--- src/sv/fvc_pkg.sv ---
`timescale 1ns / 1ps
// ----------------------------------------------------------------------------
// Follow velocity controller package
// Field widths, register indexes, opcodes, fixed Q10 constants and the
// structures shared by the controller modules.
// ----------------------------------------------------------------------------
package fvc_pkg;

  // Channel field widths.
  localparam int OPCODE_W   = 2;
  localparam int BEARING_W  = 13;
  localparam int RANGE_W    = 14;
  localparam int MODE_W     = 8;
  localparam int VEL_W      = 12;
  localparam int CFG_INDEX_W = 8;
  localparam int CFG_DATA_W  = 16;

  // Register widths.
  localparam int DIST_W    = 14;
  localparam int GAIN_W    = 12;
  localparam int LIMIT_W   = 11;
  localparam int TICKS_W   = 8;

  // Fixed Q10 constants of the control law.
  localparam int DIST_DEADBAND        = 154;
  localparam int BEARING_DEADBAND     = 51;
  localparam int FORWARD_MIN          = -307;
  localparam int MIN_SAFE_RANGE       = 614;
  localparam int OFF_AXIS_BEARING     = 410;
  localparam int OFF_AXIS_FORWARD_CAP = 102;
  localparam int FORWARD_OUT_DEADBAND = 82;
  localparam int YAW_OUT_DEADBAND     = 102;

  // Input opcodes.
  typedef enum logic [OPCODE_W-1:0] {
    OP_TARGET = 2'd0,
    OP_MODE   = 2'd1,
    OP_TICK   = 2'd2
  } opcode_t;

  // Configuration register indexes.
  typedef enum logic [CFG_INDEX_W-1:0] {
    REG_DESIRED_DISTANCE    = 8'd0,
    REG_DISTANCE_GAIN       = 8'd1,
    REG_YAW_GAIN            = 8'd2,
    REG_FORWARD_SPEED_LIMIT = 8'd3,
    REG_YAW_RATE_LIMIT      = 8'd4,
    REG_FORWARD_SLEW_STEP   = 8'd5,
    REG_YAW_SLEW_STEP       = 8'd6,
    REG_TIMEOUT_TICKS       = 8'd7
  } cfg_reg_t;

  // Configuration register file.
  typedef struct packed {
    logic [DIST_W-1:0]  desired_distance;
    logic [GAIN_W-1:0]  distance_gain;
    logic [GAIN_W-1:0]  yaw_gain;
    logic [LIMIT_W-1:0] forward_speed_limit;
    logic [LIMIT_W-1:0] yaw_rate_limit;
    logic [LIMIT_W-1:0] forward_slew_step;
    logic [LIMIT_W-1:0] yaw_slew_step;
    logic [TICKS_W-1:0] timeout_ticks;
  } cfg_regs_t;

  localparam cfg_regs_t CFG_RESET = '{
    desired_distance:    14'd1536,
    distance_gain:       12'd205,
    yaw_gain:            12'd640,
    forward_speed_limit: 11'd819,
    yaw_rate_limit:      11'd1229,
    forward_slew_step:   11'd77,
    yaw_slew_step:       11'd154,
    timeout_ticks:       8'd10
  };

  // Controller state seen by the control law.
  typedef struct packed {
    logic signed [BEARING_W-1:0] smoothed_bearing;
    logic [RANGE_W-1:0]          smoothed_range;
    logic signed [VEL_W-1:0]     last_forward;
    logic signed [VEL_W-1:0]     last_yaw;
  } follow_state_t;

  // Velocity command produced by the control law.
  typedef struct packed {
    logic signed [VEL_W-1:0] forward;
    logic signed [VEL_W-1:0] yaw;
  } vel_cmd_t;

endpackage

--- src/sv/fvc_if.sv ---
`timescale 1ns / 1ps
// ----------------------------------------------------------------------------
// Follow velocity controller channel interfaces
// Valid/ready channels for input items, result items and register writes.
// ----------------------------------------------------------------------------

// Input item channel.
interface fvc_in_if;
  import fvc_pkg::*;
  logic                        valid;
  logic                        ready;
  logic [OPCODE_W-1:0]         opcode;
  logic signed [BEARING_W-1:0] bearing;
  logic [RANGE_W-1:0]          range_to_target;
  logic [MODE_W-1:0]           mode_value;

  modport source (output valid, opcode, bearing, range_to_target, mode_value,
                  input ready);
  modport sink (input valid, opcode, bearing, range_to_target, mode_value,
                output ready);
endinterface

// Result item channel.
interface fvc_out_if;
  import fvc_pkg::*;
  logic                    valid;
  logic                    ready;
  logic                    stop_command;
  logic signed [VEL_W-1:0] forward_velocity;
  logic signed [VEL_W-1:0] yaw_velocity;

  modport source (output valid, stop_command, forward_velocity, yaw_velocity,
                  input ready);
  modport sink (input valid, stop_command, forward_velocity, yaw_velocity,
                output ready);
endinterface

// Register write channel.
interface fvc_cfg_if;
  import fvc_pkg::*;
  logic                   valid;
  logic                   ready;
  logic [CFG_INDEX_W-1:0] reg_index;
  logic [CFG_DATA_W-1:0]  wdata;

  modport source (output valid, reg_index, wdata, input ready);
  modport sink (input valid, reg_index, wdata, output ready);
endinterface

--- src/sv/fvc_target_filter.sv ---
`timescale 1ns / 1ps
// ----------------------------------------------------------------------------
// Target smoothing filter
// Loads a fresh bearing and range when the target is stale, otherwise blends
// them as (2*new + 3*old) / 5, rounded to nearest.
// ----------------------------------------------------------------------------
module fvc_target_filter (
  input  logic                                stale,
  input  logic signed [fvc_pkg::BEARING_W-1:0] fresh_bearing,
  input  logic [fvc_pkg::RANGE_W-1:0]          fresh_range,
  input  logic signed [fvc_pkg::BEARING_W-1:0] old_bearing,
  input  logic [fvc_pkg::RANGE_W-1:0]          old_range,
  output logic signed [fvc_pkg::BEARING_W-1:0] new_bearing,
  output logic [fvc_pkg::RANGE_W-1:0]          new_range
);
  import fvc_pkg::*;

  // Width of the dividend and quotient of the divide-by-ten.
  localparam int DIV_IN_W  = 18;
  localparam int DIV_Q_W   = 15;
  localparam int DIV_SHIFT = 21;
  // Reciprocal of ten scaled by 2**21, rounded up; exact below 2**18.
  localparam logic [DIV_IN_W-1:0] DIV_RECIP = 18'd209716;
  // Bias that keeps the bearing dividend positive: ten times BIAS_Q.
  localparam int BIAS_Q = 4100;

  // Divide an unsigned value by ten using the scaled reciprocal.
  function automatic logic [DIV_Q_W-1:0] div10(input logic [DIV_IN_W-1:0] x);
    logic [2*DIV_IN_W-1:0] prod;
    prod = x * DIV_RECIP;
    return prod[DIV_SHIFT +: DIV_Q_W];
  endfunction

  logic signed [DIV_IN_W-1:0] brg_num;
  logic [DIV_Q_W-1:0]         brg_q;
  logic signed [DIV_Q_W-1:0]  brg_blend;
  logic [DIV_IN_W-1:0]        rng_num;
  logic [DIV_Q_W-1:0]         rng_q;

  // Bearing: 2*(2*new + 3*old) + 5 with a bias so the floor divide is unsigned.
  assign brg_num = 18'(4 * fresh_bearing) + 18'(6 * old_bearing)
                 + 18'(5 + 10 * BIAS_Q);
  assign brg_q     = div10(brg_num);
  assign brg_blend = $signed(brg_q) - DIV_Q_W'(BIAS_Q);

  // Range: the same rounding, always positive.
  assign rng_num = (DIV_IN_W'(fresh_range) << 2)
                 + DIV_IN_W'(old_range) * 18'd6 + 18'd5;
  assign rng_q   = div10(rng_num);

  // Select between loading and blending.
  assign new_bearing = stale ? fresh_bearing : brg_blend[BEARING_W-1:0];
  assign new_range   = stale ? fresh_range : rng_q[RANGE_W-1:0];

endmodule

--- src/sv/fvc_drive_law.sv ---
`timescale 1ns / 1ps
// ----------------------------------------------------------------------------
// Follow control law
// Proportional forward and yaw commands with deadbands, clamps, a minimum
// safe range, an off-axis forward cap, slew limits and output deadbands.
// ----------------------------------------------------------------------------
module fvc_drive_law (
  input  fvc_pkg::cfg_regs_t     cfg,
  input  fvc_pkg::follow_state_t st,
  output fvc_pkg::vel_cmd_t      cmd
);
  import fvc_pkg::*;

  localparam int ERR_W   = RANGE_W + 1;
  localparam int DPROD_W = GAIN_W + 1 + ERR_W;
  localparam int DSCL_W  = DPROD_W - 8;
  localparam int NBRG_W  = BEARING_W + 1;
  localparam int YPROD_W = GAIN_W + 1 + NBRG_W;
  localparam int YSCL_W  = YPROD_W - 8;
  localparam int SLEW_W  = VEL_W + 2;

  logic signed [ERR_W-1:0]   range_err;
  logic [ERR_W-1:0]          range_err_abs;
  logic signed [DPROD_W-1:0] dist_sum;
  logic signed [DSCL_W-1:0]  dist_scaled;
  logic signed [DSCL_W-1:0]  fwd_max;
  logic signed [VEL_W-1:0]   vx_gain;
  logic signed [VEL_W-1:0]   vx_safe;
  logic signed [VEL_W-1:0]   vx_cap;
  logic [BEARING_W-1:0]      brg_abs;
  logic signed [NBRG_W-1:0]  brg_neg;
  logic signed [YPROD_W-1:0] yaw_sum;
  logic signed [YSCL_W-1:0]  yaw_scaled;
  logic signed [YSCL_W-1:0]  yaw_max;
  logic signed [VEL_W-1:0]   vyaw_gain;
  logic signed [SLEW_W-1:0]  fwd_lo;
  logic signed [SLEW_W-1:0]  fwd_hi;
  logic signed [SLEW_W-1:0]  yaw_lo;
  logic signed [SLEW_W-1:0]  yaw_hi;
  logic signed [SLEW_W-1:0]  vx_ext;
  logic signed [SLEW_W-1:0]  vyaw_ext;
  logic signed [VEL_W-1:0]   vx_slew;
  logic signed [VEL_W-1:0]   vyaw_slew;

  // Distance error and its gain term, rounded half up.
  assign range_err     = $signed({1'b0, st.smoothed_range})
                       - $signed({1'b0, cfg.desired_distance});
  assign range_err_abs = range_err[ERR_W-1] ? ERR_W'(-range_err) : ERR_W'(range_err);
  assign dist_sum      = $signed({1'b0, cfg.distance_gain}) * range_err
                       + DPROD_W'(128);
  assign dist_scaled   = dist_sum[DPROD_W-1:8];
  assign fwd_max       = $signed(DSCL_W'(cfg.forward_speed_limit));

  // Forward term: deadband, clamp and minimum safe range.
  always_comb begin
    vx_gain = '0;
    if (range_err_abs > ERR_W'(DIST_DEADBAND)) begin
      if (dist_scaled < DSCL_W'(FORWARD_MIN)) begin
        vx_gain = VEL_W'(FORWARD_MIN);
      end else if (dist_scaled > fwd_max) begin
        vx_gain = VEL_W'(fwd_max);
      end else begin
        vx_gain = dist_scaled[VEL_W-1:0];
      end
    end
    vx_safe = vx_gain;
    if ((st.smoothed_range < RANGE_W'(MIN_SAFE_RANGE)) && (vx_gain > 0)) begin
      vx_safe = '0;
    end
  end

  // Yaw term on the negated bearing, rounded half up.
  assign brg_abs    = st.smoothed_bearing[BEARING_W-1] ?
                      BEARING_W'(-$signed({st.smoothed_bearing[BEARING_W-1],
                                           st.smoothed_bearing})) :
                      BEARING_W'(st.smoothed_bearing);
  assign brg_neg    = -$signed({st.smoothed_bearing[BEARING_W-1], st.smoothed_bearing});
  assign yaw_sum    = $signed({1'b0, cfg.yaw_gain}) * brg_neg + YPROD_W'(128);
  assign yaw_scaled = yaw_sum[YPROD_W-1:8];
  assign yaw_max    = $signed(YSCL_W'(cfg.yaw_rate_limit));

  always_comb begin
    vyaw_gain = '0;
    if (brg_abs > BEARING_W'(BEARING_DEADBAND)) begin
      if (yaw_scaled < -yaw_max) begin
        vyaw_gain = VEL_W'(-yaw_max);
      end else if (yaw_scaled > yaw_max) begin
        vyaw_gain = VEL_W'(yaw_max);
      end else begin
        vyaw_gain = yaw_scaled[VEL_W-1:0];
      end
    end
  end

  // Cap the forward speed while the target is well off axis.
  always_comb begin
    vx_cap = vx_safe;
    if ((brg_abs > BEARING_W'(OFF_AXIS_BEARING)) &&
        (vx_safe > VEL_W'(OFF_AXIS_FORWARD_CAP))) begin
      vx_cap = VEL_W'(OFF_AXIS_FORWARD_CAP);
    end
  end

  // Slew windows around the previous command.
  assign fwd_lo   = SLEW_W'(st.last_forward) - $signed(SLEW_W'(cfg.forward_slew_step));
  assign fwd_hi   = SLEW_W'(st.last_forward) + $signed(SLEW_W'(cfg.forward_slew_step));
  assign yaw_lo   = SLEW_W'(st.last_yaw) - $signed(SLEW_W'(cfg.yaw_slew_step));
  assign yaw_hi   = SLEW_W'(st.last_yaw) + $signed(SLEW_W'(cfg.yaw_slew_step));
  assign vx_ext   = SLEW_W'(vx_cap);
  assign vyaw_ext = SLEW_W'(vyaw_gain);

  always_comb begin
    if (vx_ext < fwd_lo) begin
      vx_slew = fwd_lo[VEL_W-1:0];
    end else if (vx_ext > fwd_hi) begin
      vx_slew = fwd_hi[VEL_W-1:0];
    end else begin
      vx_slew = vx_cap;
    end
    if (vyaw_ext < yaw_lo) begin
      vyaw_slew = yaw_lo[VEL_W-1:0];
    end else if (vyaw_ext > yaw_hi) begin
      vyaw_slew = yaw_hi[VEL_W-1:0];
    end else begin
      vyaw_slew = vyaw_gain;
    end
  end

  // Output deadbands.
  always_comb begin
    cmd.forward = vx_slew;
    if ((vx_slew > -VEL_W'(FORWARD_OUT_DEADBAND)) &&
        (vx_slew < VEL_W'(FORWARD_OUT_DEADBAND))) begin
      cmd.forward = '0;
    end
    cmd.yaw = vyaw_slew;
    if ((vyaw_slew > -VEL_W'(YAW_OUT_DEADBAND)) &&
        (vyaw_slew < VEL_W'(YAW_OUT_DEADBAND))) begin
      cmd.yaw = '0;
    end
  end

endmodule

--- src/sv/follow_velocity_controller.sv ---
`timescale 1ns / 1ps
// ----------------------------------------------------------------------------
// Follow velocity controller
// Proportional follow controller with deadbands, clamps and slew limits.
//
// Usage:
//   in_ch carries target updates, mode reports and control ticks. Only a
//   control tick produces a result transaction on out_ch; the other opcodes
//   update internal state, and the unused opcode is dropped.
//   cfg_ch writes the eight control registers; it is ready whenever reset is
//   released. The user must write it only while the block is idle; the block
//   itself does not enforce this. An item passes an input register, then one
//   stage of logic that updates the state and loads the result register. One
//   item is taken every cycle while the stage moves; a tick cannot move while
//   the result register is full and the receiver is not ready. While the
//   receiver stalls, the result register holds its transaction; target and
//   mode items still flow until a tick reaches the input register, where it
//   waits and holds back the items behind it.
//   Reset (rst_n low, synchronous) restores the register defaults, clears the
//   smoothed target, the tick counter, the mode and the slew state, and
//   empties both registers; no channel is ready while it is held.
// ----------------------------------------------------------------------------
module follow_velocity_controller (
  input  logic       clk,
  input  logic       rst_n,
  fvc_in_if.sink     in_ch,
  fvc_out_if.source  out_ch,
  fvc_cfg_if.sink    cfg_ch
);
  import fvc_pkg::*;

  localparam logic [TICKS_W-1:0] TICKS_MAX = '1;

  // Input register.
  logic                        in_valid_r;
  logic [OPCODE_W-1:0]         in_op_r;
  logic signed [BEARING_W-1:0] in_brg_r;
  logic [RANGE_W-1:0]          in_rng_r;
  logic [MODE_W-1:0]           in_mode_r;
  logic                        in_valid_nxt;

  // Controller state.
  cfg_regs_t                   cfg_r;
  follow_state_t               st_r;
  follow_state_t               st_nxt;
  logic [TICKS_W-1:0]          ticks_r;
  logic [TICKS_W-1:0]          ticks_nxt;
  logic                        seen_r;
  logic                        seen_nxt;
  logic [MODE_W-1:0]           mode_r;
  logic [MODE_W-1:0]           mode_nxt;

  // Result register.
  logic                        out_valid_r;
  logic                        out_valid_nxt;
  logic                        out_stop_r;
  logic signed [VEL_W-1:0]     out_fwd_r;
  logic signed [VEL_W-1:0]     out_yaw_r;
  logic                        out_stop_nxt;
  logic signed [VEL_W-1:0]     out_fwd_nxt;
  logic signed [VEL_W-1:0]     out_yaw_nxt;

  logic                        in_take;
  logic                        stage_go;
  logic                        out_load;
  logic [TICKS_W-1:0]          ticks_inc;
  logic                        stale_now;
  logic                        stale_tick;
  logic                        mode_unsafe;
  logic signed [BEARING_W-1:0] filt_brg;
  logic [RANGE_W-1:0]          filt_rng;
  vel_cmd_t                    cmd;

  // Handshakes: the stage moves unless a tick finds the result register full and not being taken.
  assign stage_go = in_valid_r &&
                    ((in_op_r != OP_TICK) || !out_valid_r || out_ch.ready);
  assign in_ch.ready = rst_n && (!in_valid_r || stage_go);
  assign in_take     = in_ch.valid && in_ch.ready;
  assign cfg_ch.ready = rst_n;
  assign out_load     = stage_go && (in_op_r == OP_TICK);

  assign out_ch.valid            = out_valid_r;
  assign out_ch.stop_command     = out_stop_r;
  assign out_ch.forward_velocity = out_fwd_r;
  assign out_ch.yaw_velocity     = out_yaw_r;

  // Staleness before and after the tick counter advances.
  assign ticks_inc   = (ticks_r == TICKS_MAX) ? ticks_r : ticks_r + 1'b1;
  assign stale_now   = !seen_r || (ticks_r > cfg_r.timeout_ticks);
  assign stale_tick  = !seen_r || (ticks_inc > cfg_r.timeout_ticks);
  assign mode_unsafe = (mode_r == MODE_W'(5)) || (mode_r == MODE_W'(6)) ||
                       (mode_r == MODE_W'(7)) || (mode_r == MODE_W'(8)) ||
                       (mode_r == MODE_W'(10));

  fvc_target_filter u_filter (
    .stale         (stale_now),
    .fresh_bearing (in_brg_r),
    .fresh_range   (in_rng_r),
    .old_bearing   (st_r.smoothed_bearing),
    .old_range     (st_r.smoothed_range),
    .new_bearing   (filt_brg),
    .new_range     (filt_rng)
  );

  fvc_drive_law u_law (
    .cfg (cfg_r),
    .st  (st_r),
    .cmd (cmd)
  );

  // Input register occupancy.
  always_comb begin
    if (in_take) begin
      in_valid_nxt = 1'b1;
    end else if (stage_go) begin
      in_valid_nxt = 1'b0;
    end else begin
      in_valid_nxt = in_valid_r;
    end
  end

  // State update for the item in the input register.
  always_comb begin
    st_nxt       = st_r;
    ticks_nxt    = ticks_r;
    seen_nxt     = seen_r;
    mode_nxt     = mode_r;
    out_stop_nxt = out_stop_r;
    out_fwd_nxt  = out_fwd_r;
    out_yaw_nxt  = out_yaw_r;
    if (stage_go) begin
      case (in_op_r)
        OP_TARGET: begin
          st_nxt.smoothed_bearing = filt_brg;
          st_nxt.smoothed_range   = filt_rng;
          ticks_nxt               = '0;
          seen_nxt                = 1'b1;
        end
        OP_MODE: begin
          mode_nxt = in_mode_r;
        end
        OP_TICK: begin
          ticks_nxt = ticks_inc;
          if (mode_unsafe || stale_tick) begin
            st_nxt.last_forward = '0;
            st_nxt.last_yaw     = '0;
            out_stop_nxt        = 1'b1;
            out_fwd_nxt         = '0;
            out_yaw_nxt         = '0;
          end else begin
            st_nxt.last_forward = cmd.forward;
            st_nxt.last_yaw     = cmd.yaw;
            out_stop_nxt        = 1'b0;
            out_fwd_nxt         = cmd.forward;
            out_yaw_nxt         = cmd.yaw;
          end
        end
        default: begin
        end
      endcase
    end
  end

  // Result register occupancy.
  always_comb begin
    if (out_load) begin
      out_valid_nxt = 1'b1;
    end else if (out_ch.ready) begin
      out_valid_nxt = 1'b0;
    end else begin
      out_valid_nxt = out_valid_r;
    end
  end

  // Control state and configuration registers.
  always_ff @(posedge clk) begin
    if (!rst_n) begin
      in_valid_r  <= 1'b0;
      out_valid_r <= 1'b0;
      cfg_r       <= CFG_RESET;
      st_r        <= '0;
      ticks_r     <= '0;
      seen_r      <= 1'b0;
      mode_r      <= '0;
    end else begin
      in_valid_r  <= in_valid_nxt;
      out_valid_r <= out_valid_nxt;
      st_r        <= st_nxt;
      ticks_r     <= ticks_nxt;
      seen_r      <= seen_nxt;
      mode_r      <= mode_nxt;
      if (cfg_ch.valid && cfg_ch.ready) begin
        case (cfg_ch.reg_index)
          REG_DESIRED_DISTANCE:    cfg_r.desired_distance    <= cfg_ch.wdata[DIST_W-1:0];
          REG_DISTANCE_GAIN:       cfg_r.distance_gain       <= cfg_ch.wdata[GAIN_W-1:0];
          REG_YAW_GAIN:            cfg_r.yaw_gain            <= cfg_ch.wdata[GAIN_W-1:0];
          REG_FORWARD_SPEED_LIMIT: cfg_r.forward_speed_limit <= cfg_ch.wdata[LIMIT_W-1:0];
          REG_YAW_RATE_LIMIT:      cfg_r.yaw_rate_limit      <= cfg_ch.wdata[LIMIT_W-1:0];
          REG_FORWARD_SLEW_STEP:   cfg_r.forward_slew_step   <= cfg_ch.wdata[LIMIT_W-1:0];
          REG_YAW_SLEW_STEP:       cfg_r.yaw_slew_step       <= cfg_ch.wdata[LIMIT_W-1:0];
          REG_TIMEOUT_TICKS:       cfg_r.timeout_ticks       <= cfg_ch.wdata[TICKS_W-1:0];
          default: begin
          end
        endcase
      end
    end
  end

  // Payload registers.
  always_ff @(posedge clk) begin
    if (in_take) begin
      in_op_r   <= in_ch.opcode;
      in_brg_r  <= in_ch.bearing;
      in_rng_r  <= in_ch.range_to_target;
      in_mode_r <= in_ch.mode_value;
    end
    out_stop_r <= out_stop_nxt;
    out_fwd_r  <= out_fwd_nxt;
    out_yaw_r  <= out_yaw_nxt;
  end

endmodule
--- src/flat_wrapper.sv ---
// flat-port wrapper written by rule: the top's interface ports become plain ports
module follow_velocity_controller_flat import fvc_pkg::*;
  (clk, rst_n, in_ch_valid, in_ch_opcode, in_ch_bearing, in_ch_range_to_target, in_ch_mode_value, in_ch_ready, out_ch_valid, out_ch_stop_command, out_ch_forward_velocity, out_ch_yaw_velocity, out_ch_ready, cfg_ch_valid, cfg_ch_reg_index, cfg_ch_wdata, cfg_ch_ready);
  fvc_in_if in_ch_i ();
  fvc_out_if out_ch_i ();
  fvc_cfg_if cfg_ch_i ();
  input  logic clk;
  input  logic rst_n;
  input wire logic [$bits(in_ch_i.valid)-1:0] in_ch_valid;
  input wire logic [$bits(in_ch_i.opcode)-1:0] in_ch_opcode;
  input wire logic [$bits(in_ch_i.bearing)-1:0] in_ch_bearing;
  input wire logic [$bits(in_ch_i.range_to_target)-1:0] in_ch_range_to_target;
  input wire logic [$bits(in_ch_i.mode_value)-1:0] in_ch_mode_value;
  output wire logic [$bits(in_ch_i.ready)-1:0] in_ch_ready;
  output wire logic [$bits(out_ch_i.valid)-1:0] out_ch_valid;
  output wire logic [$bits(out_ch_i.stop_command)-1:0] out_ch_stop_command;
  output wire logic [$bits(out_ch_i.forward_velocity)-1:0] out_ch_forward_velocity;
  output wire logic [$bits(out_ch_i.yaw_velocity)-1:0] out_ch_yaw_velocity;
  input wire logic [$bits(out_ch_i.ready)-1:0] out_ch_ready;
  input wire logic [$bits(cfg_ch_i.valid)-1:0] cfg_ch_valid;
  input wire logic [$bits(cfg_ch_i.reg_index)-1:0] cfg_ch_reg_index;
  input wire logic [$bits(cfg_ch_i.wdata)-1:0] cfg_ch_wdata;
  output wire logic [$bits(cfg_ch_i.ready)-1:0] cfg_ch_ready;
  assign in_ch_i.valid = in_ch_valid;
  assign in_ch_i.opcode = in_ch_opcode;
  assign in_ch_i.bearing = in_ch_bearing;
  assign in_ch_i.range_to_target = in_ch_range_to_target;
  assign in_ch_i.mode_value = in_ch_mode_value;
  assign in_ch_ready = in_ch_i.ready;
  assign out_ch_valid = out_ch_i.valid;
  assign out_ch_stop_command = out_ch_i.stop_command;
  assign out_ch_forward_velocity = out_ch_i.forward_velocity;
  assign out_ch_yaw_velocity = out_ch_i.yaw_velocity;
  assign out_ch_i.ready = out_ch_ready;
  assign cfg_ch_i.valid = cfg_ch_valid;
  assign cfg_ch_i.reg_index = cfg_ch_reg_index;
  assign cfg_ch_i.wdata = cfg_ch_wdata;
  assign cfg_ch_ready = cfg_ch_i.ready;
  follow_velocity_controller u_core (.clk(clk), .rst_n(rst_n), .in_ch(in_ch_i), .out_ch(out_ch_i), .cfg_ch(cfg_ch_i));
endmodule
--- config.mk ---
export PLATFORM = sky130hd
export DESIGN_NAME = follow_velocity_controller_flat
export DESIGN_NICKNAME = d
export VERILOG_FILES = /design/src/sv/fvc_pkg.sv /design/src/sv/fvc_if.sv /design/src/sv/fvc_target_filter.sv /design/src/sv/fvc_drive_law.sv /design/src/sv/follow_velocity_controller.sv /design/src/flat_wrapper.sv
export SDC_FILE = /design/constraint.sdc
export NUM_CORES = 2
export LEC_CHECK = 0
export BUFFER_PORTS_ARGS = -buffer_cell sky130_fd_sc_hd__buf_2
export CORE_ASPECT_RATIO = 0.6
export CORE_MARGIN = 1.5
export CORE_UTILIZATION = 60
export DETAILED_ROUTE_END_ITERATION = 12
export GPL_ROUTABILITY_DRIVEN = 0
export GPL_TIMING_DRIVEN = 0
export PLACE_DENSITY = 0.8
export SYNTH_ARGS = -nofsm -noshare
export SYNTH_HDL_FRONTEND = slang
export SYNTH_HIERARCHICAL = 1
export SYNTH_SLANG_ARGS = --single-unit
--- constraint.sdc ---
create_clock -name clk -period 12.5 [get_ports clk]
set_input_delay 1.25 -clock clk [delete_from_list [all_inputs] [get_ports clk]]
set_output_delay 1.25 -clock clk [all_outputs]
set_load 0.01 [all_outputs]
==> Yosys cells after proc, flatten, opt, wreduce, memory -nomap -nowiden <==
Cells that the tools add are included.
{ "totals": {"reg_bits": 222, "latchBits": 0, "mem_bits_rw": 0, "mem_bits_ro": 0, "in_bits": 66, "out_inout_bits": 28, "wordCells": 147, "n_memories": 0} }
{ "classes": {"addsub": 16, "multipliers": 6, "div": 0, "magnitude_cmp": 20, "eq_ne": 16, "shift": 0, "n_mux": 26, "n_bitwise": 0, "n_reduce_logical": 39} }
{ "op_table": {"columns": ["op", "count"], "rows": [
  ["two-way mux 12 bit", 14],
  ["equality test 8 x 3 -> 1 bit, second input constant", 7],
  ["greater-than comparator 12 x 8 -> 1 bit, second input constant", 3],
  ["multiplier 18 x 16 -> 33 bit, second input constant", 1],
  ["multiplier 18 x 16 -> 32 bit, second input constant", 1],
  ["adder 28 x 9 -> 28 bit, second input constant", 1],
  ["multiplier 13 x 15 -> 28 bit", 1],
  ["adder 27 x 9 -> 27 bit, second input constant", 1],
  ["multiplier 13 x 14 -> 27 bit", 1],
  ["adder 12 x 12 -> 13 bit", 2],
  ["greater-than comparator 12 x 13 -> 1 bit", 2],
  ["less-than comparator 12 x 13 -> 1 bit", 2],
  ["two-way mux 13 bit", 2],
  ["subtractor 12 x 12 -> 13 bit", 2],
  ["less-than comparator 12 x 8 -> 1 bit, second input constant", 2],
  ["two-way mux 24 bit", 1],
  ["AND reduction 2 bit", 12],
  ["greater-than comparator 20 x 12 -> 1 bit", 1],
  ["less-than comparator 20 x 10 -> 1 bit, second input constant", 1],
  ["greater-than comparator 19 x 12 -> 1 bit", 1],
  ["less-than comparator 19 bit", 1],
  ["negation 11 -> 19 bit", 1],
  ["adder 15 x 17 -> 18 bit", 1],
  ["adder 16 x 17 -> 18 bit", 1],
  ["33 further kinds", 61]
]} }

==> Logic depth before layout (Yosys ltp) <==
{ "depth": {"depth_word": 20, "mapped_depth": 59, "mapped_depth_nobuf": 53} }

==> By module <==
Netlist, hierarchy kept.
{ "by_module_without_submodules": {"columns": ["mod", "instances", "cells_per_inst", "area_per_inst_um2"], "rows": [
  ["fvc_drive_law", 1, 2748, 22198.8],
  ["fvc_target_filter", 1, 1405, 12788.5],
  ["follow_velocity_controller", 1, 843, 8553.2]
]} }

==> Least setup slack after synthesis <==
No wires, ideal clock.
{ "synth_timing": {"path_type": "flip-flop to flip-flop", "startpoint": "register u_core/st_r[24] in the netlist's numbering", "endpoint": "register u_core.out_fwd_r[2] (netlist: u_core/out_ch.forward_velocity[2]), data pin", "setup_ps": 131, "t_arrival_ps": 13143, "required_time_ps": 12369, "setup_slack_ps": -774, "path_stages_with_launch": 53, "period_less_slack_ps": 13274, "path_cell_list": "dfxtp_1 -> inv_1 -> ha_1 -> fa_1 -> nand2b_1 -> a211oi_1 -> o21ai_1 -> o21ai_0 -> xor2_1 -> clkbuf_1 -> nand2_1 -> fa_1 -> fa_1 -> inv_1 -> fa_1 -> fa_1 -> fa_1 -> ha_1 -> [17 not listed] -> nor2_1 -> o21ba_2 -> ha_1 -> nor2b_1 -> o21a_1 -> o21a_1 -> o21a_1 -> o21a_1 -> o21ai_0 -> a21oi_1 -> o311ai_0 -> clkbuf_1 -> a21oi_1 -> mux2_2 -> a211oi_1 -> a32oi_4 -> a31oi_1 -> and2_1"} }
{ "synth_rtl": {"columns": ["item", "line", "text"], "rows": [
  ["start: declaration", "follow_velocity_controller.sv:44", "follow_state_t st_r;"],
  ["start signal: assignment", "follow_velocity_controller.sv:188", "st_r <= st_nxt;"],
  ["end signal: assignment", "follow_velocity_controller.sv:218", "out_fwd_r <= out_fwd_nxt;"],
  ["end: declaration", "follow_velocity_controller.sv:57", "logic signed [VEL_W-1:0] out_fwd_r;"]
]} }

==> results.yml <==
outcome:
  outcome: "finished, violations left"
  violations: "setup timing"
routing:
  first_pass_iters: 6
  initialDrtViolationCount: 5153
  ant_nets: 0
  via_per_inst: 6.137
  wl_per_cell_um: 21.38
  post-route-drc-count: 0
  finalWirelength_mm: 134.4
  vias: 38570
yosys:
  synth_seq_cells: 222
  ys_seq_area_share_pct: 11.63
  ys_types: 120
  ys.warnings.count: 6
  syn_inst: 4996
  syn_area_um2: 43540
  synth_common_cells: "inv_1, ha_1, nand2_1"
  ys.flop_type: "dfxtp_1"
  yosysTopAreaCell: "fa_1"
  synth_top_area_share_pct: 23.95
  async_flop_share_pct: 0
  syn_avg_cell_area_um2: 8.715
  syn_nets: 6260
  synth_area_leaders: "fa_1, ha_1, inv_1, dfxtp_1, nand2_1"
  synth_most_common_cell: "inv_1"
  synth_edf_count: 62
setup_path:
  critical-path-max-stage-delay_ns: 0.62
  cp_slowest_cell: "fa_2"
  crit_arrival_ns: 13.35
  cp_top_family: "compound AO/OA/AOI/OAI gates"
  crit_type: "register to register"
  cp.buffers_inverters: 11
  path_max_fanout: 10
  required_ns: 12.81
  cp-end-kind: "register"
  startpoint_type: "register"
floorplan:
  die_height_um: 211.7
  core_area_um2: 71790
  pin_count: 94
  dieArea_um2: 74250
  die_w_um: 350.8
  rows: 76
  start_util_pct: 60.65
grt:
  grt_pass1_wl_mm: 206.0
  grt_usage_pct: 35.22
  grt_max_degree: 35
  antenna_found_initial: 4
  grt_pass1_vias: 37160
  overflow: 0
sta:
  fin_crit_ns: 13.04
  rsz0062_at_grt: "yes"
  finalCritPeriodShare_pct: 104.3
  setup_viol: 41
  finalSetupTns_ns: -11.65
  clock_skew_ns: 0.01772
  worstMarginPinSlew_ns: 1.186
  slew-limit-headroom_pct: 20.32
  fin_ws_ns: -0.5410
  max_freq_mhz: 76.68
  drv_slew: 0
  finalHoldViolations: 0
cells_and_area:
  drive_gt1_share_pct: 15.56
  fin_nets: 6553
  syn_to_final_growth_pct: 16.31
  multi_input_area_um2: 36860
  n_fill_cell: 5135
  seq_area_um2: 5109
clock_network:
  numCtsBuffers: 26
  clk_path_buf_depth: 3
  insertion_delay_ns: 0.56
  cts_tree: "yes"
  path_clk_slew_ns: 0.06
  cts_num_sinks: 222
  root_buffer: "clkbuf_16"
  cts_max_level: 1
  hold_buffers: 0
min_path:
  hp-class: "register to register"
flow_run:
  maxCapViolCount: 0
placement:
  port_buffers: 83
  place_ws_ns: -2.684
  dp_hpwl_mm: 102.4
==> per-stage QoR <==
stage          hold slack (ns)  std cells  area (µm²)  util (%)
2_1_floorplan           0.4389       4996       43570         -
3_3_place_gp            0.4505       6054       45200     62.96
3_5_place_dp            0.4576       6056       45240     63.02
4_1_cts                 0.4662       6205       48990     68.23
5_1_grt                 0.4924       6285       50640     70.54
6_report                0.4648       6285       50640     70.54
==> worst register-to-register path, delay by kind of cell, from the launching register on <==
| kind | cells | cell delay, ns |
|---|---|---|
| simple gates | 9 | 1.69 |
| fa+ha+maj | 10 | 4.25 |
| flops | 1 | 0.36 |
| buf+inv | 11 | 2.04 |
| compound gates | 19 | 4.42 |
==> routing by layer <==
layer / up-vias / part of all wire, % / track usage, %
li1: 17130 / - / -
met1: 18510 / 42 / 53.34
met2: 2578 / 40 / 49.50
met3: 353 / 14 / 10.34
met4: 2 / 2.8 / 6.732
met5: - / 0.0097 / 0
==> final timing paths <==
check / startpoint / end / slack, ns / cells past startpoint
setup reg to reg: u_core/st_r[24]$_SDFFE_PN0P_ / u_core/out_ch.forward_velocity[1]$_SDFFCE_PP0P_ / -0.54 / 49
hold / removal: u_core/cfg_r[87]$_SDFFE_PN0P_ / u_core/cfg_r[87]$_SDFFE_PN0P_ / 0.46 / 2
hold reg to reg: u_core/cfg_r[87]$_SDFFE_PN0P_ / u_core/cfg_r[87]$_SDFFE_PN0P_ / 0.46 / 2
setup / recovery: u_core/st_r[24]$_SDFFE_PN0P_ / u_core/out_ch.forward_velocity[1]$_SDFFCE_PP0P_ / -0.54 / 49
==> sequential cells by signal, summed over array words and instances (netlist names), 2 cells and up <==
| register | count |
|---|---|
| u_core/cfg_r | 90 |
| u_core/in_brg_r | 13 |
| u_core/in_mode_r | 8 |
| u_core/in_op_r | 2 |
| u_core/in_rng_r | 14 |
| u_core/mode_r | 8 |
| u_core/out_ch.forward_velocity | 12 |
| u_core/out_ch.yaw_velocity | 12 |
| u_core/st_r | 51 |
| u_core/ticks_r | 8 |
==> layout by cell type (no fill, tap or decap), types with 42 or more instances in the layout <==
cell type | netlist | routed
inv_1 | 877 | 865
ha_1 | 677 | 629
nand2_1 | 534 | 523
fa_1 | 521 | 504
buf_4 | 13 | 181
a21oi_1 | 197 | 169
and2_1 | 184 | 168
nor2_1 | 168 | 149
dfxtp_1 | 160 | 139
xnor2_1 | 150 | 133
buf_2 | 14 | 97
o21ai_0 | 122 | 97
a21boi_0 | 94 | 93
nand3_1 | 98 | 92
clkbuf_1 | 145 | 90
a21o_1 | 76 | 75
nor2b_1 | 69 | 67
edfxtp_1 | 62 | 62
nor3_1 | 66 | 54
xor2_1 | 57 | 48
o21a_1 | 45 | 44
nand2b_1 | 45 | 42
==> layout make-up <==
| cell class | count | share of cell area, % |
|---|---|---|
| repair buffers | 279 | 4.151 |
| diodes | 1 | 0.004942 |
| flip-flops and latches | 222 | 10.09 |
| plain buffers | 162 | 2.006 |
| multi-input cells | 3720 | 72.79 |
| well taps | 975 | 2.409 |
| clock buffers | 30 | 1.460 |
| inverters | 878 | 6.538 |
| clock inverters | 18 | 0.5535 |
==> cell families after synthesis <==
kind of cell,synth area share (%)
AOI/OAI and AO/OA,14.46
xor gates and xnor gates,4.253
adders and majority gates,43.41
buffers and inverters,9.290
DFF,11.63
muxes,1.411
and+or+nand+nor,15.55
==> what timing repair did <==
action                                 4_1_cts  5_1_grt
pin swaps                                  100      170
setup buffers                              106       83
resized for setup                          383      261
setup endpoints to repair                   48       51
cloned                                       5        2
endpoints found under the hold margin        0        0
Power is not shown: default switching activity piles up to over one toggle a cycle in this logic, so the estimate is an artifact.
